$ cat src/hw/rtl/drt_pkg.sv
// ----------------------------------------------------------------------------
// drt_pkg: shared types and constants of the dirty region refresh tracker
// Operation codes, register indexes, reset values and inter-module structs.
// ----------------------------------------------------------------------------
package drt_pkg;

  // Coordinate width of the incoming rectangle fields
  localparam int unsigned COORD_BITS_DEF = 16;

  // Register widths
  localparam int unsigned PANEL_W = 14;
  localparam int unsigned LIMIT_W = 8;
  localparam int unsigned CFG_IDX_W = 2;
  localparam int unsigned CFG_DATA_W = 14;

  // Result field widths
  localparam int unsigned POS_W = 14;
  localparam int unsigned EXT_W = 15;
  localparam int unsigned OUT_DATA_W = 64;

  // Register reset values
  localparam logic [PANEL_W-1:0] PANEL_WIDTH_RST  = PANEL_W'(800);
  localparam logic [PANEL_W-1:0] PANEL_HEIGHT_RST = PANEL_W'(480);
  localparam logic [LIMIT_W-1:0] PARTIAL_LIMIT_RST = LIMIT_W'(10);

  typedef enum logic [CFG_IDX_W-1:0] {
    CfgPanelWidth  = 2'd0,
    CfgPanelHeight = 2'd1,
    CfgPartialLimit = 2'd2
  } cfg_idx_e;

  typedef enum logic [1:0] {
    OpMark  = 2'd0,
    OpFlush = 2'd1,
    OpFull  = 2'd2
  } op_e;

  typedef enum logic {
    RefreshPartial = 1'b0,
    RefreshFull    = 1'b1
  } refresh_e;

  // Clipped mark rectangle, inclusive corners
  typedef struct packed {
    logic             ok;
    logic [POS_W-1:0] left;
    logic [POS_W-1:0] top;
    logic [POS_W-1:0] right;
    logic [POS_W-1:0] bottom;
  } clip_t;

  // One refresh result
  typedef struct packed {
    refresh_e         kind;
    logic [POS_W-1:0] x;
    logic [POS_W-1:0] y;
    logic [EXT_W-1:0] w;
    logic [EXT_W-1:0] h;
  } res_t;

endpackage

$ cat src/hw/rtl/dirty_region_refresh_tracker.sv
// ----------------------------------------------------------------------------
// dirty_region_refresh_tracker: dirty rectangle tracker for a display panel
// Collects marked regions into one bounding box and issues refresh beats.
// ----------------------------------------------------------------------------
// Each beat on the slave stream is one command, selected by tuser: mark a
// region, flush, or force a full refresh. A mark is clipped to the panel size
// and widens the pending box; it gives no output. A flush with a pending box
// gives one partial refresh of the box, or a full refresh once partial_limit
// partial refreshes have gone out since the last full one; a flush with no box
// gives nothing. A full command always gives a full refresh (all-zero box).
// Timing: a command is held in the input register, where clipping and the box
// update are done in a single pass, and its result is loaded into the output
// register when the command advances: one command per cycle is sustained while
// the refresh stream takes results. The input side stalls only while a result
// waits untaken in the output register and the input command also has a result.
// Configuration writes are always taken (cfg_ready_o is tied high) and must
// only be issued while no command is in flight.
// ----------------------------------------------------------------------------
module dirty_region_refresh_tracker #(
  parameter int unsigned COORD_BITS = drt_pkg::COORD_BITS_DEF,
  localparam int unsigned InDataW = ((4 * COORD_BITS + 7) / 8) * 8
) (
  input  logic                              clk_i,
  input  logic                              rst_ni,
  // configuration write channel
  input  logic                              cfg_valid_i,
  output logic                              cfg_ready_o,
  input  logic [drt_pkg::CFG_IDX_W-1:0]     cfg_index_i,
  input  logic [drt_pkg::CFG_DATA_W-1:0]    cfg_data_i,
  // command stream
  input  logic                              s_axis_tvalid_i,
  output logic                              s_axis_tready_o,
  input  logic [InDataW-1:0]                s_axis_tdata_i,   // rect_x, rect_y, rect_w, rect_h
  input  logic [1:0]                        s_axis_tuser_i,   // op
  // refresh stream
  output logic                              m_axis_tvalid_o,
  input  logic                              m_axis_tready_i,
  output logic [drt_pkg::OUT_DATA_W-1:0]    m_axis_tdata_o,   // out_x, out_y, out_w, out_h
  output logic                              m_axis_tuser_o    // refresh_kind
);

  localparam int unsigned ResW = 2 * drt_pkg::POS_W + 2 * drt_pkg::EXT_W;

  // Configuration registers
  logic [drt_pkg::PANEL_W-1:0] panel_width_q, panel_height_q;
  logic [drt_pkg::LIMIT_W-1:0] partial_limit_q;

  // Input register
  logic                         in_vld_q;
  drt_pkg::op_e                 in_op_q;
  logic signed [COORD_BITS-1:0] in_x_q, in_y_q, in_w_q, in_h_q;

  // Output register
  logic          out_vld_q, out_vld_d;
  drt_pkg::res_t out_q;

  drt_pkg::clip_t clip;
  drt_pkg::res_t  res;
  logic           has_res;
  logic           fire;

  assign cfg_ready_o = 1'b1;

  always_ff @(posedge clk_i or negedge rst_ni) begin
    if (!rst_ni) begin
      panel_width_q   <= drt_pkg::PANEL_WIDTH_RST;
      panel_height_q  <= drt_pkg::PANEL_HEIGHT_RST;
      partial_limit_q <= drt_pkg::PARTIAL_LIMIT_RST;
    end else if (cfg_valid_i) begin
      unique case (cfg_index_i)
        drt_pkg::CfgPanelWidth:   panel_width_q <= cfg_data_i[drt_pkg::PANEL_W-1:0];
        drt_pkg::CfgPanelHeight:  panel_height_q <= cfg_data_i[drt_pkg::PANEL_W-1:0];
        drt_pkg::CfgPartialLimit: partial_limit_q <= cfg_data_i[drt_pkg::LIMIT_W-1:0];
        default: begin
          // no register here: drop the write
        end
      endcase
    end
  end

  // Advance the command unless its result would overwrite a waiting one
  assign fire = in_vld_q && (!has_res || !out_vld_q || m_axis_tready_i);
  assign s_axis_tready_o = !in_vld_q || fire;

  always_ff @(posedge clk_i or negedge rst_ni) begin
    if (!rst_ni) begin
      in_vld_q <= 1'b0;
    end else if (s_axis_tready_o) begin
      in_vld_q <= s_axis_tvalid_i;
    end
  end

  always_ff @(posedge clk_i) begin
    if (s_axis_tready_o && s_axis_tvalid_i) begin
      in_op_q <= drt_pkg::op_e'(s_axis_tuser_i);
      in_x_q  <= s_axis_tdata_i[COORD_BITS-1:0];
      in_y_q  <= s_axis_tdata_i[2*COORD_BITS-1:COORD_BITS];
      in_w_q  <= s_axis_tdata_i[3*COORD_BITS-1:2*COORD_BITS];
      in_h_q  <= s_axis_tdata_i[4*COORD_BITS-1:3*COORD_BITS];
    end
  end

  drt_clip #(
    .COORD_BITS(COORD_BITS)
  ) u_clip (
    .rect_x_i      (in_x_q),
    .rect_y_i      (in_y_q),
    .rect_w_i      (in_w_q),
    .rect_h_i      (in_h_q),
    .panel_width_i (panel_width_q),
    .panel_height_i(panel_height_q),
    .clip_o        (clip)
  );

  drt_state u_state (
    .clk_i          (clk_i),
    .rst_ni         (rst_ni),
    .fire_i         (fire),
    .op_i           (in_op_q),
    .clip_i         (clip),
    .partial_limit_i(partial_limit_q),
    .has_res_o      (has_res),
    .res_o          (res)
  );

  // Load a new result, or drop the shown one once it is taken
  always_comb begin
    out_vld_d = out_vld_q;
    if (fire && has_res) begin
      out_vld_d = 1'b1;
    end else if (m_axis_tready_i) begin
      out_vld_d = 1'b0;
    end
  end

  always_ff @(posedge clk_i or negedge rst_ni) begin
    if (!rst_ni) begin
      out_vld_q <= 1'b0;
    end else begin
      out_vld_q <= out_vld_d;
    end
  end

  always_ff @(posedge clk_i) begin
    if (fire && has_res) begin
      out_q <= res;
    end
  end

  assign m_axis_tvalid_o = out_vld_q;
  assign m_axis_tuser_o  = out_q.kind;
  assign m_axis_tdata_o  = {{(drt_pkg::OUT_DATA_W - ResW){1'b0}},
                            out_q.h, out_q.w, out_q.y, out_q.x};

endmodule

$ cat src/hw/rtl/drt_clip.sv
// ----------------------------------------------------------------------------
// drt_clip: rectangle clipper
// Clips a signed x/y/w/h rectangle to the panel and gives inclusive corners.
// ----------------------------------------------------------------------------
module drt_clip #(
  parameter int unsigned COORD_BITS = drt_pkg::COORD_BITS_DEF
) (
  input  logic signed [COORD_BITS-1:0]       rect_x_i,
  input  logic signed [COORD_BITS-1:0]       rect_y_i,
  input  logic signed [COORD_BITS-1:0]       rect_w_i,
  input  logic signed [COORD_BITS-1:0]       rect_h_i,
  input  logic        [drt_pkg::PANEL_W-1:0] panel_width_i,
  input  logic        [drt_pkg::PANEL_W-1:0] panel_height_i,
  output drt_pkg::clip_t                     clip_o
);

  // Wide enough that no sum wraps
  localparam int unsigned CalcW =
      ((COORD_BITS > drt_pkg::PANEL_W) ? COORD_BITS : drt_pkg::PANEL_W) + 3;

  logic signed [CalcW-1:0] x0, y0, w0, h0;
  logic signed [CalcW-1:0] x1, y1, w1, h1;
  logic signed [CalcW-1:0] w2, h2;
  logic signed [CalcW-1:0] pw, ph;
  logic signed [CalcW-1:0] r, b;

  assign x0 = {{(CalcW-COORD_BITS){rect_x_i[COORD_BITS-1]}}, rect_x_i};
  assign y0 = {{(CalcW-COORD_BITS){rect_y_i[COORD_BITS-1]}}, rect_y_i};
  assign w0 = {{(CalcW-COORD_BITS){rect_w_i[COORD_BITS-1]}}, rect_w_i};
  assign h0 = {{(CalcW-COORD_BITS){rect_h_i[COORD_BITS-1]}}, rect_h_i};
  assign pw = {{(CalcW-drt_pkg::PANEL_W){1'b0}}, panel_width_i};
  assign ph = {{(CalcW-drt_pkg::PANEL_W){1'b0}}, panel_height_i};

  always_comb begin
    // Pull negative origins onto the panel, shrinking the extent
    x1 = (x0 < 0) ? '0 : x0;
    w1 = (x0 < 0) ? (w0 + x0) : w0;
    y1 = (y0 < 0) ? '0 : y0;
    h1 = (y0 < 0) ? (h0 + y0) : h0;
    // Cut at the far edge
    w2 = ((x1 + w1) > pw) ? (pw - x1) : w1;
    h2 = ((y1 + h1) > ph) ? (ph - y1) : h1;
    r  = x1 + w2 - CalcW'(signed'(1));
    b  = y1 + h2 - CalcW'(signed'(1));
    clip_o.ok     = (w2 > 0) && (h2 > 0);
    clip_o.left   = x1[drt_pkg::POS_W-1:0];
    clip_o.top    = y1[drt_pkg::POS_W-1:0];
    clip_o.right  = r[drt_pkg::POS_W-1:0];
    clip_o.bottom = b[drt_pkg::POS_W-1:0];
  end

endmodule

$ cat src/hw/rtl/drt_state.sv
// ----------------------------------------------------------------------------
// drt_state: pending box and partial refresh counter
// Holds the dirty bounding box, decides each item's refresh and updates state.
// ----------------------------------------------------------------------------
module drt_state (
  input  logic                          clk_i,
  input  logic                          rst_ni,
  input  logic                          fire_i,
  input  drt_pkg::op_e                  op_i,
  input  drt_pkg::clip_t                clip_i,
  input  logic [drt_pkg::LIMIT_W-1:0]   partial_limit_i,
  output logic                          has_res_o,
  output drt_pkg::res_t                 res_o
);

  logic                        box_valid_q, box_valid_d;
  logic [drt_pkg::POS_W-1:0]   left_q, left_d, top_q, top_d;
  logic [drt_pkg::POS_W-1:0]   right_q, right_d, bottom_q, bottom_d;
  logic [drt_pkg::LIMIT_W-1:0] count_q, count_d;
  logic                        limit_hit;

  assign limit_hit = (count_q >= partial_limit_i);

  always_comb begin
    box_valid_d = box_valid_q;
    left_d      = left_q;
    top_d       = top_q;
    right_d     = right_q;
    bottom_d    = bottom_q;
    count_d     = count_q;
    has_res_o   = 1'b0;
    res_o.kind  = drt_pkg::RefreshFull;
    res_o.x     = '0;
    res_o.y     = '0;
    res_o.w     = '0;
    res_o.h     = '0;
    unique case (op_i)
      drt_pkg::OpMark: begin
        if (clip_i.ok) begin
          box_valid_d = 1'b1;
          if (!box_valid_q) begin
            left_d   = clip_i.left;
            top_d    = clip_i.top;
            right_d  = clip_i.right;
            bottom_d = clip_i.bottom;
          end else begin
            if (clip_i.left < left_q)     left_d = clip_i.left;
            if (clip_i.top < top_q)       top_d = clip_i.top;
            if (clip_i.right > right_q)   right_d = clip_i.right;
            if (clip_i.bottom > bottom_q) bottom_d = clip_i.bottom;
          end
        end
      end
      drt_pkg::OpFlush: begin
        if (box_valid_q) begin
          has_res_o   = 1'b1;
          box_valid_d = 1'b0;
          if (limit_hit) begin
            count_d = '0;
          end else begin
            res_o.kind = drt_pkg::RefreshPartial;
            res_o.x    = left_q;
            res_o.y    = top_q;
            res_o.w    = {1'b0, right_q} - {1'b0, left_q} + drt_pkg::EXT_W'(1);
            res_o.h    = {1'b0, bottom_q} - {1'b0, top_q} + drt_pkg::EXT_W'(1);
            count_d    = count_q + drt_pkg::LIMIT_W'(1);
          end
        end
      end
      drt_pkg::OpFull: begin
        has_res_o   = 1'b1;
        box_valid_d = 1'b0;
        count_d     = '0;
      end
      default: begin
        // undefined op: drop
      end
    endcase
  end

  always_ff @(posedge clk_i or negedge rst_ni) begin
    if (!rst_ni) begin
      box_valid_q <= 1'b0;
      count_q     <= '0;
    end else if (fire_i) begin
      box_valid_q <= box_valid_d;
      count_q     <= count_d;
    end
  end

  always_ff @(posedge clk_i) begin
    if (fire_i) begin
      left_q   <= left_d;
      top_q    <= top_d;
      right_q  <= right_d;
      bottom_q <= bottom_d;
    end
  end

`ifndef ASSERT_OFF
  a_full_clears: assert property (@(posedge clk_i) disable iff (!rst_ni)
    fire_i && (op_i == drt_pkg::OpFull) |=> (count_q == '0) && !box_valid_q)
    else $error("full refresh did not clear box and count");

  a_box_ordered: assert property (@(posedge clk_i) disable iff (!rst_ni)
    box_valid_q |-> (left_q <= right_q) && (top_q <= bottom_q))
    else $error("pending box corners out of order");

  a_partial_counts: assert property (@(posedge clk_i) disable iff (!rst_ni)
    fire_i && (op_i == drt_pkg::OpFlush) && box_valid_q && !limit_hit
    |=> count_q == $past(count_q) + drt_pkg::LIMIT_W'(1))
    else $error("partial refresh did not advance the count");

  a_flush_empty_quiet: assert property (@(posedge clk_i) disable iff (!rst_ni)
    (op_i == drt_pkg::OpFlush) && !box_valid_q |-> !has_res_o)
    else $error("flush without a box produced a result");
`endif

endmodule

$ cat config.mk
export PLATFORM = sky130hd
export DESIGN_NAME = dirty_region_refresh_tracker
export DESIGN_NICKNAME = d
export VERILOG_FILES = /design/src/hw/rtl/drt_pkg.sv /design/src/hw/rtl/dirty_region_refresh_tracker.sv /design/src/hw/rtl/drt_clip.sv /design/src/hw/rtl/drt_state.sv
export SDC_FILE = /design/constraint.sdc
export NUM_CORES = 1
export LEC_CHECK = 0
export ABC_AREA = 1
export BUFFER_PORTS_ARGS = -buffer_cell sky130_fd_sc_hd__buf_2
export CORE_MARGIN = 3
export CORE_UTILIZATION = 50
export CTS_CLUSTER_SIZE = 24
export DETAILED_ROUTE_END_ITERATION = 12
export GPL_TIMING_DRIVEN = 0
export PLACE_DENSITY = 0.68
export SLEW_MARGIN = 20
export SYNTH_ARGS = -nofsm -noshare
export SYNTH_HDL_FRONTEND = slang
export SYNTH_HIERARCHICAL = 1
export SYNTH_SLANG_ARGS = --single-unit
export TNS_END_PERCENT = 50
$ cat constraint.sdc
create_clock -name clk_i -period 10.96 [get_ports clk_i]
set_input_delay 2.192 -clock clk_i [delete_from_list [all_inputs] [get_ports clk_i]]
set_output_delay 2.192 -clock clk_i [all_outputs]
set_load 0.01 [all_outputs]
* After elaboration in Yosys (flattened, before gate mapping) *
Index checks and enable logic that the tools add are counted.

word-level totals
  word-level logic and storage cells = 110
  bits in registers = 228
  output and inout bits = 68
  input port bits = 87

operators by class
  bitwise operators = 2
  reductions and logical operators = 27
  multiplexer cells = 24
  equal/unequal tests = 10
  $lt $le $gt $ge = 11
  $add $sub $neg = 15

operator list
  operator               number
  $mux 19                6
  $mux 14                8
  $mux 59                1
  $add 19x19->19         2
  $gt 19x1->1 const B    2
  $gt 19x15->1           2
  $sub 15x19->19         2
  $add 16x16->17         2
  $lt 16x1->1 const B    2
  $add 15x1->15 const B  2
  $sub 14x14->15         2
  $add 14x14->14         2
  $gt 14x14->1           2
  $lt 14x14->1           2
  $sub 14x2->14 const B  2
  $mux 8                 2
  $pmux 8 s2             1
  $reduce_and 4->1       4
  $ne 2x2->1 const B     5
  $add 8x1->8 const B    1
  $ge 8x8->1             1
  $reduce_and 2->1       4
  $reduce_and 3->1       2
  $reduce_bool 2->1      3
  12 further kinds       27

* Depth between registers and ports, before layout *
Gate-level depths: netlist (run 1).

  depth after elaboration = 10
  gate-level depth with buffers = 63
  mapped depth without buffers = 63

* By module *
Netlist (run 1), hierarchy kept.

by module, submodules not included
  module                        cells an instance  seq. area each (µm²)  instances  area an instance (µm²)
  drt_clip                      1,312              0.0                   1          7,682.4
  drt_state                     749                1,906.8               1          5,910.7
  dirty_region_refresh_tracker  309                4,715.8               1          5,408.9

* Worst setup path after synthesis (run 1) *
Ideal clock, no wire load.

  path kind = register -> register
  from = register in_y_q[0]
  to = register u_state/bottom_q[0] (netlist name), enable pin
  setup slack = 2.794 ns
  setup time = 0.390 ns
  cell stages (with the launch flop) = 57
  buffers on the path = 1
  required time = 10.570 ns
  arrival = 7.776 ns
  period minus slack after synthesis = 8.166 ns
  path through = edfxtp_1 -> ha_1 -> inv_1 -> fa_1 -> inv_1 -> nand2_1 -> nand2_1 -> nand2_1 -> nand2_1 -> nand2_1 -> nand2_1 -> a21boi_0 -> o21ai_0 -> xor2_1 -> a21boi_0 -> inv_1 -> ha_1 -> a21o_1 -> [21 not listed] -> o21ai_0 -> nand2_1 -> a21oi_1 -> o21ai_0 -> a21oi_1 -> nor2_1 -> nor2_1 -> xor2_1 -> xor2_1 -> ha_1 -> nand2_1 -> nor2_1 -> inv_1 -> nor2_1 -> nand2_1 -> nand2_1 -> nand2_1 -> a21oi_1

RTL lines
  item                      RTL line                            text
  start: declaration        dirty_region_refresh_tracker.sv:51  logic signed [COORD_BITS-1:0] in_x_q, in_y_q, in_w_q, in_h_q;
  start signal: assignment  dirty_region_refresh_tracker.sv:97  in_y_q <= s_axis_tdata_i[2*COORD_BITS-1:COORD_BITS];
  end signal: assignment    drt_state.sv:96                     bottom_q <= bottom_d;
  end: declaration          drt_state.sv:18                     logic [drt_pkg::POS_W-1:0] right_q, right_d, bottom_q, bottom_d;

==> impl_metrics.env, run 1 <==
export IMPL_status="finished, final reports clean"
export IMPL_grt_max_degree=65
export IMPL_r2r_end="u_state/bottom_q[8]"
export IMPL_synth_compound_area_share_pct=8.73
export IMPL_dieArea_um2=40400
export IMPL_crit_fanout=14
export IMPL_htreeDepth=1
export IMPL_synthTopCellsByCount="nand2_1, inv_1, ha_1, edfxtp_1, nor2_1"
export IMPL_finalMaxSlewViolations=0
export IMPL_post_drt_wl_per_cell_um=15.3
export IMPL_finClkSkew_ns=0.0361
export IMPL_worst_slack_ns=1.18
export IMPL_cp_end_kind="flip-flop"
export IMPL_clock_path_buffers=3
export IMPL_hpwl_um=38900
export IMPL_min_from="partial_limit_q[1]"
export IMPL_maxCapViolCount=0
export IMPL_hold_depth=2
export IMPL_crit_buf_inv=8
export IMPL_synth_most_common_cell="nand2_1"
export IMPL_hold_viol_final=0
export IMPL_grt_pass1_vias=15300
export IMPL_worstSetupStartpointType="flip-flop"
export IMPL_reg2reg_slack_ns=1.18
export IMPL_powerDensity_nw_per_um2=178
export IMPL_yosys_warnings=6
export IMPL_grt_overflow_total=0
export IMPL_drtPass1Iterations=5
export IMPL_num_rows=70
export IMPL_root_buffer="clkbuf_16"
export IMPL_drc_errors=0
export IMPL_critical_path_class="reg -> reg"
export IMPL_antenna_found_initial=0
export IMPL_synth_simple_gate_area_share_pct=21.9
export IMPL_hold_path_class="reg -> reg"
export IMPL_path_clk_slew_ns=0.06
export IMPL_ys_types=51
export IMPL_p_leak_nw=11.1
export IMPL_die_h_um=201
export IMPL_drt_wl_total_um=47100
export IMPL_final_setup_tns_ns=0
export IMPL_cts_setup_buffers=0
export IMPL_cts_sinks=228
export IMPL_ys_seq_area_share_pct=34.9
export IMPL_cts_made_buffers=27
export IMPL_numPortBuffers=146
export IMPL_drive_gt1_share_pct=10.8
export IMPL_yosys_area_share_adder_pct=20.3
export IMPL_slowest_delay_ns=0.49
export IMPL_synth_top_area_share_pct=28.6
export IMPL_placed_area_um2=20400
export IMPL_ys_ff_latch=228
export IMPL_cts_tree="built"
export IMPL_die_w_um=201
export IMPL_gp_congestion=0.948
export IMPL_area_delta_synth_final_pct=12.3
export IMPL_relSlewSlack_pct=44.5
export IMPL_vias=15700
export IMPL_cp_top_family="simple AND/OR/NAND/NOR gates"
export IMPL_report_final_setup_viol=0
export IMPL_top_level_ports=155
export IMPL_r2r_start="in_y_q[15]"
export IMPL_arrival_ns=9.98
export IMPL_dpl_worst_slack_ns=0.960
export IMPL_postRouteAntennaNets=0
export IMPL_synth_avg_cell_area_um2=8.02
export IMPL_layout_nets=2941
export IMPL_whs_ns=0.467
export IMPL_vias_per_cell=5.11
export IMPL_synth_edf_count=181
export IMPL_cp_required_ns=11.16
export IMPL_ys_top_cells_by_area="edfxtp_1, ha_1, nand2_1, inv_1, dfrtp_1"
export IMPL_synth_mux_area_share_pct=0
export IMPL_clk_latency_ns=0.58
export IMPL_syn_area_um2=19000
export IMPL_whs_endpoint="partial_limit_q[1]"
export IMPL_max_freq_mhz=102
export IMPL_fin_area_um2=21300
export IMPL_core_area_um2=37000
export IMPL_rsz0062_at_grt="false"
export IMPL_synth_top_family_by_area="simple AND/OR/NAND/NOR gates"
export IMPL_start_util_pct=51.3
export IMPL_synth_top_area_cell="edfxtp_1"
export IMPL_syn_inst=2370
export IMPL_worst_path_most_repeated_cell="nand2_1"
export IMPL_ys_flop_type="edfxtp_1"
export IMPL_period_minus_slack_ns=9.78
export IMPL_first_iter_violations=874
export IMPL_vdd_ir_drop_max_mv=0.127
export IMPL_synthArstFlopShare_pct=20.6
export IMPL_reg2regPathDepth=56
export IMPL_cpMaxStageDelayCell="edfxtp_1"
export IMPL_grt_pass1_wl_um=75900
export IMPL_post_route_period_util_pct=89.2
export IMPL_track_usage_pct=22.9
export IMPL_synth_xor_area_share_pct=5.25
export IMPL_tightest_slew_ns=0.832
-- registers in the layout (all words and copies together), names as in the netlist, 2 cells and up --
register	flops
u_state/right_q	14
u_state/count_q	8
in_y_q	16
u_state/top_q	14
panel_width_q	14
panel_height_q	14
in_h_q	16
in_op_q	2
in_w_q	16
u_state/left_q	14
m_axis_tdata_o	58
in_x_q	16
u_state/bottom_q	14
partial_limit_q	8
-- worst max-delay path by stage --
stage               start  slack, ns  cells past startpoint                   to
2_1_floorplan   in_y_q[0]       2.79                     56  u_state/bottom_q[0]
3_5_place_dp   in_y_q[15]       0.96                     56  u_state/bottom_q[0]
3_3_place_gp   in_y_q[15]       0.75                     56  u_state/bottom_q[0]
4_1_cts        in_y_q[15]       0.91                     56  u_state/bottom_q[8]
5_1_grt        in_y_q[15]       0.22                     56  u_state/bottom_q[8]
6_report       in_y_q[15]       1.18                     56  u_state/bottom_q[8]
-- routing by layer --
| metal | track usage (%) | up-vias | part of all wire (%) |
|---|---|---|---|
| li1 | - | 8152 | - |
| met1 | 33.5 | 7080 | 48 |
| met2 | 36.2 | 441 | 43 |
| met3 | 3.66 | 58 | 7.0 |
| met4 | 4.49 | 0 | 1.8 |
| met5 | 0 | - | 0 |
-- worst register-to-register path: cells and delay by family, from the launching register on --
family                   cells  cell delay [ns]
AND/OR/NAND/NOR             30             2.94
AO/OA/AOI/OAI                9             1.97
buffers and inverters        8             1.79
adder cells (fa/ha/maj)      6             1.56
XOR/XNOR                     3             0.66
flip-flops                   1             0.49
-- stage by stage --
stage,utilization [%],std cells,power (mW)
2_1_floorplan,-,2375,2.45
3_3_place_gp,55.0,3025,2.83
3_5_place_dp,55.2,3027,2.89
4_1_cts,57.6,3077,3.82
5_1_grt,57.6,3077,4.15
6_report,57.6,3078,3.80
-- placed cells by master, fill, tap and decap left out, types with 9 or more instances in the layout --
cell / count
a21boi_0: 10
a21o_1: 15
a21oi_1: 158
a31oi_1: 12
buf_2: 157
buf_4: 12
clkbuf_1: 14
clkbuf_16: 27
dfrtp_1: 38
dfstp_2: 9
edfxtp_1: 181
fa_1: 10
ha_1: 292
inv_1: 380
nand2_1: 611
nand3_1: 116
nand4_1: 40
nor2_1: 180
nor2_2: 13
nor3_1: 13
o21ai_0: 61
xnor2_1: 45
xor2_1: 69
-- final cells by class --
cell class                 instances  area [um^2]
tap                              504          631
sequential                       228         6620
timing repair buffer             148          781
multi-input combinational       1718        10700
buffer                            38          236
clock inverter                    16          179
inverter                         391         1470
fill                            3434        15700
antenna                            1         2.50
clock buffer                      34          702
-- power by group --
group	switching (mW)	leakage, nW	internal [mW]	total [mW]
Clock	0.370	0.426	0.528	0.898
Combinational	1.12	8.40	0.689	1.81
Sequential	0.0500	2.32	1.05	1.10
-- logic make-up (layout without fill, tap and decap cells) --
family                     Yosys count  after routing
AOI/OAI and AO/OA                  295            295
xor gates and xnor gates           114            114
adders and majority gates          302            302
buffers and inverters              429            627
DFF                                228            228
other                                2              8
and+or+nand+nor                   1000           1000
-- timing repair --
action	in CTS	in global routing
endpoints found under the setup margin	0	14
hold endpoints to repair	0	0
resized for setup	0	1
hold buffers	0	0
No activity file was read; power rests on OpenSTA's default activity.
==> run 2: changes to the inputs <==
--- a/config.mk
+++ b/config.mk
@@ -7,6 +7,7 @@
 export LEC_CHECK = 0
 export ABC_AREA = 1
 export BUFFER_PORTS_ARGS = -buffer_cell sky130_fd_sc_hd__buf_2
+export CORE_ASPECT_RATIO = 1.1
 export CORE_MARGIN = 3
 export CORE_UTILIZATION = 50
 export CTS_CLUSTER_SIZE = 24
==> constraint.sdc (replaced) <==
create_clock -name clk_i -period 9.6 [get_ports clk_i]
set_input_delay 1.92 -clock clk_i [delete_from_list [all_inputs] [get_ports clk_i]]
set_output_delay 1.92 -clock clk_i [all_outputs]
set_load 0.01 [all_outputs]
==> run 2 against run 1 <==
Effect of this change:
- routed wire length is 3.2% lower
- sequential power is 14% higher
- worst hold slack barely moved
- combinational power up 16%
- count of clock-buffer cells in the layout rose by 1
- non-clock buffer count up 9
- total power grew 14%
- global-route usage shrank 0.30 points
- maximum frequency up 9.4%
- clock power grew 8.6%
- sequential share of layout area decreased by 0.16 points
- first-iteration DRC count up 0.80%
- largest cell class unchanged
==> impl_metrics.env, run 2 (same netlist as run 1, synthesis figures left out) <==
export IMPL_status="finished, final reports clean"
export IMPL_path_clk_slew_ns=0.06
export IMPL_core_area_um2=37300
export IMPL_hold_viol_final=0
export IMPL_cts_sinks=228
export IMPL_report_final_setup_viol=0
export IMPL_fin_area_um2=21400
export IMPL_hold_depth=2
export IMPL_first_iter_violations=881
export IMPL_placed_area_um2=20400
export IMPL_top_level_ports=155
export IMPL_pwr_share_comb_pct=48.6
export IMPL_arrival_ns=9.21
export IMPL_finalMaxSlewViolations=0
export IMPL_crit_fanout=14
export IMPL_cp_end_kind="flip-flop"
export IMPL_worstSetupStartpointType="flip-flop"
export IMPL_vias=15900
export IMPL_grt_pass1_wl_um=74100
export IMPL_layout_common_cells="nand2_1, inv_1, ha_1, edfxtp_1, nor2_1"
export IMPL_track_usage_pct=22.6
export IMPL_tightest_slew_ns=0.819
export IMPL_min_from="partial_limit_q[1]"
export IMPL_grt_overflow_total=0
export IMPL_fill_cells=3474
export IMPL_whs_endpoint="partial_limit_q[1]"
export IMPL_p_sw_mw=1.74
export IMPL_die_h_um=210
export IMPL_area_delta_synth_final_pct=12.9
export IMPL_drc_errors=0
export IMPL_grt_pass1_vias=15200
export IMPL_antenna_found_initial=0
export IMPL_powerDensity_nw_per_um2=202
export IMPL_diodes=0
export IMPL_vias_per_cell=5.16
export IMPL_critical_path_class="reg -> reg"
export IMPL_p_clk_share_pct=22.5
export IMPL_slowest_delay_ns=0.42
export IMPL_post_drt_wl_per_cell_um=14.8
export IMPL_p_leak_nw=11.2
export IMPL_drt_wl_total_um=45600
export IMPL_cts_hold_buf=0
export IMPL_hpwl_um=37700
export IMPL_relSlewSlack_pct=45.4
export IMPL_numPortBuffers=146
export IMPL_r2r_start="in_y_q[0]"
export IMPL_cpMaxStageDelayCell="ha_1"
export IMPL_max_freq_mhz=112
export IMPL_drive_gt1_share_pct=11.8
export IMPL_reg2regPathDepth=61
export IMPL_finClkSkew_ns=0.0234
export IMPL_rsz0062_at_grt="true"
export IMPL_num_rows=74
export IMPL_root_buffer="clkbuf_16"
export IMPL_layout_nets=2949
export IMPL_gp_congestion=0.956
export IMPL_largest_register_ffs=58
export IMPL_die_w_um=192
export IMPL_worst_path_most_repeated_cell="nand2_1"
export IMPL_r2r_end="u_state/bottom_q[0]"
export IMPL_postRouteAntennaNets=0
export IMPL_dieArea_um2=40400
export IMPL_p_int_mw=2.58
export IMPL_worst_slack_ns=0.655
export IMPL_maxCapViolCount=0
export IMPL_hold_path_class="reg -> reg"
export IMPL_vdd_ir_drop_max_mv=0.133
export IMPL_dpl_worst_slack_ns=-0.299
export IMPL_period_minus_slack_ns=8.94
export IMPL_cp_required_ns=9.87
export IMPL_htreeDepth=1
export IMPL_cts_made_buffers=26
export IMPL_p_seq_share_pct=28.8
export IMPL_clk_latency_ns=0.55
export IMPL_post_route_period_util_pct=93.2
export IMPL_final_common_cell="nand2_1"
export IMPL_clock_path_buffers=3
export IMPL_drtPass1Iterations=7
export IMPL_reg2reg_slack_ns=0.66
export IMPL_grt_max_degree=48
export IMPL_start_util_pct=50.9
export IMPL_cts_tree="built"
export IMPL_netSwitchingFraction_pct=40.3
==> run 2: cell count changes in the layout (fill, tap and decap cells not counted), sizes merged <==
cell and delta:
diode -1, bufinv -1, clkinv -1, inv -1, buf +8, clkbuf +2, clkinvlp -1
==> run 2: power groups by stage <==
stage               logic, mW  registers [mW]  clock network, mW
floorplan                1.55            1.25                  0
global placement         1.95            1.27                  0
detailed placement       2.03            1.27                  0
CTS                      2.05            1.25               1.01
global route             2.43            1.26               1.05
finish                   2.10            1.25              0.975
==> run 2: through the flow <==
step	cells	TNS, ns	hold slack, ns	total power, mW	util, %
after detailed placement	3017	-4.17	0.458	3.30	54.7
after floorplan	2375	0	0.442	2.80	-
after CTS	3064	0	0.467	4.31	57.0
after global placement	3015	-7.39	0.455	3.22	54.6
final	3073	0	0.467	4.33	57.5
after global routing	3073	-0.878	0.497	4.73	57.5
==> run 2: layout make-up <==
| type | count | area (um^2) | share of cell area, % |
|---|---|---|---|
| clock inverter | 12 | 110 | 0.513 |
| multi-input combinational | 1718 | 10800 | 50.3 |
| timing repair buffer | 158 | 873 | 4.07 |
| clock buffer | 35 | 726 | 3.38 |
| sequential | 228 | 6620 | 30.9 |
| buffer | 37 | 238 | 1.11 |
| inverter | 391 | 1470 | 6.87 |
| tap | 494 | 618 | 2.88 |
==> run 2: repair_timing <==
action / 4_1_cts / 5_1_grt
gates cloned: 0 / 0
resized for setup: 2 / 26
setup endpoints to repair: 14 / 28
pin swaps: 0 / 5
endpoints found under the hold margin: 0 / 0
buffers inserted: 0 / 10
==> run 2: worst max-delay path by stage <==
stage                                to  cells after the start  slack (ns)       start
floorplan           u_state/bottom_q[0]                     56        1.43   in_y_q[0]
global placement    u_state/bottom_q[0]                     56       -0.51  in_y_q[15]
detailed placement  u_state/bottom_q[1]                     56       -0.30  in_y_q[15]
CTS                 u_state/bottom_q[4]                     56        0.04  in_y_q[15]
global route        u_state/bottom_q[0]                     65       -0.06   in_y_q[0]
finish              u_state/bottom_q[0]                     61        0.66   in_y_q[0]
==> run 2: metal layers <==
metal | share of wire (%) | vias up | wire, um | track usage (%)
met4 | 2.6 | 0 | 1180 | 6.38
met5 | 0 | - | 0 | 0
met3 | 6.2 | 69 | 2820 | 2.40
met2 | 43 | 437 | 19400 | 35.5
met1 | 49 | 7199 | 22100 | 33.3
li1 | - | 8165 | - | -
==> run 2: critical path: cells and delay by family, from the launching register on <==
kind,cells,cell delay [ns]
AND/OR/NAND/NOR,32,2.81
adder cells (fa/ha/maj),8,2.27
AO/OA/AOI/OAI,10,1.63
XOR/XNOR,4,0.86
buffers and inverters,7,0.70
flip-flops,1,0.38
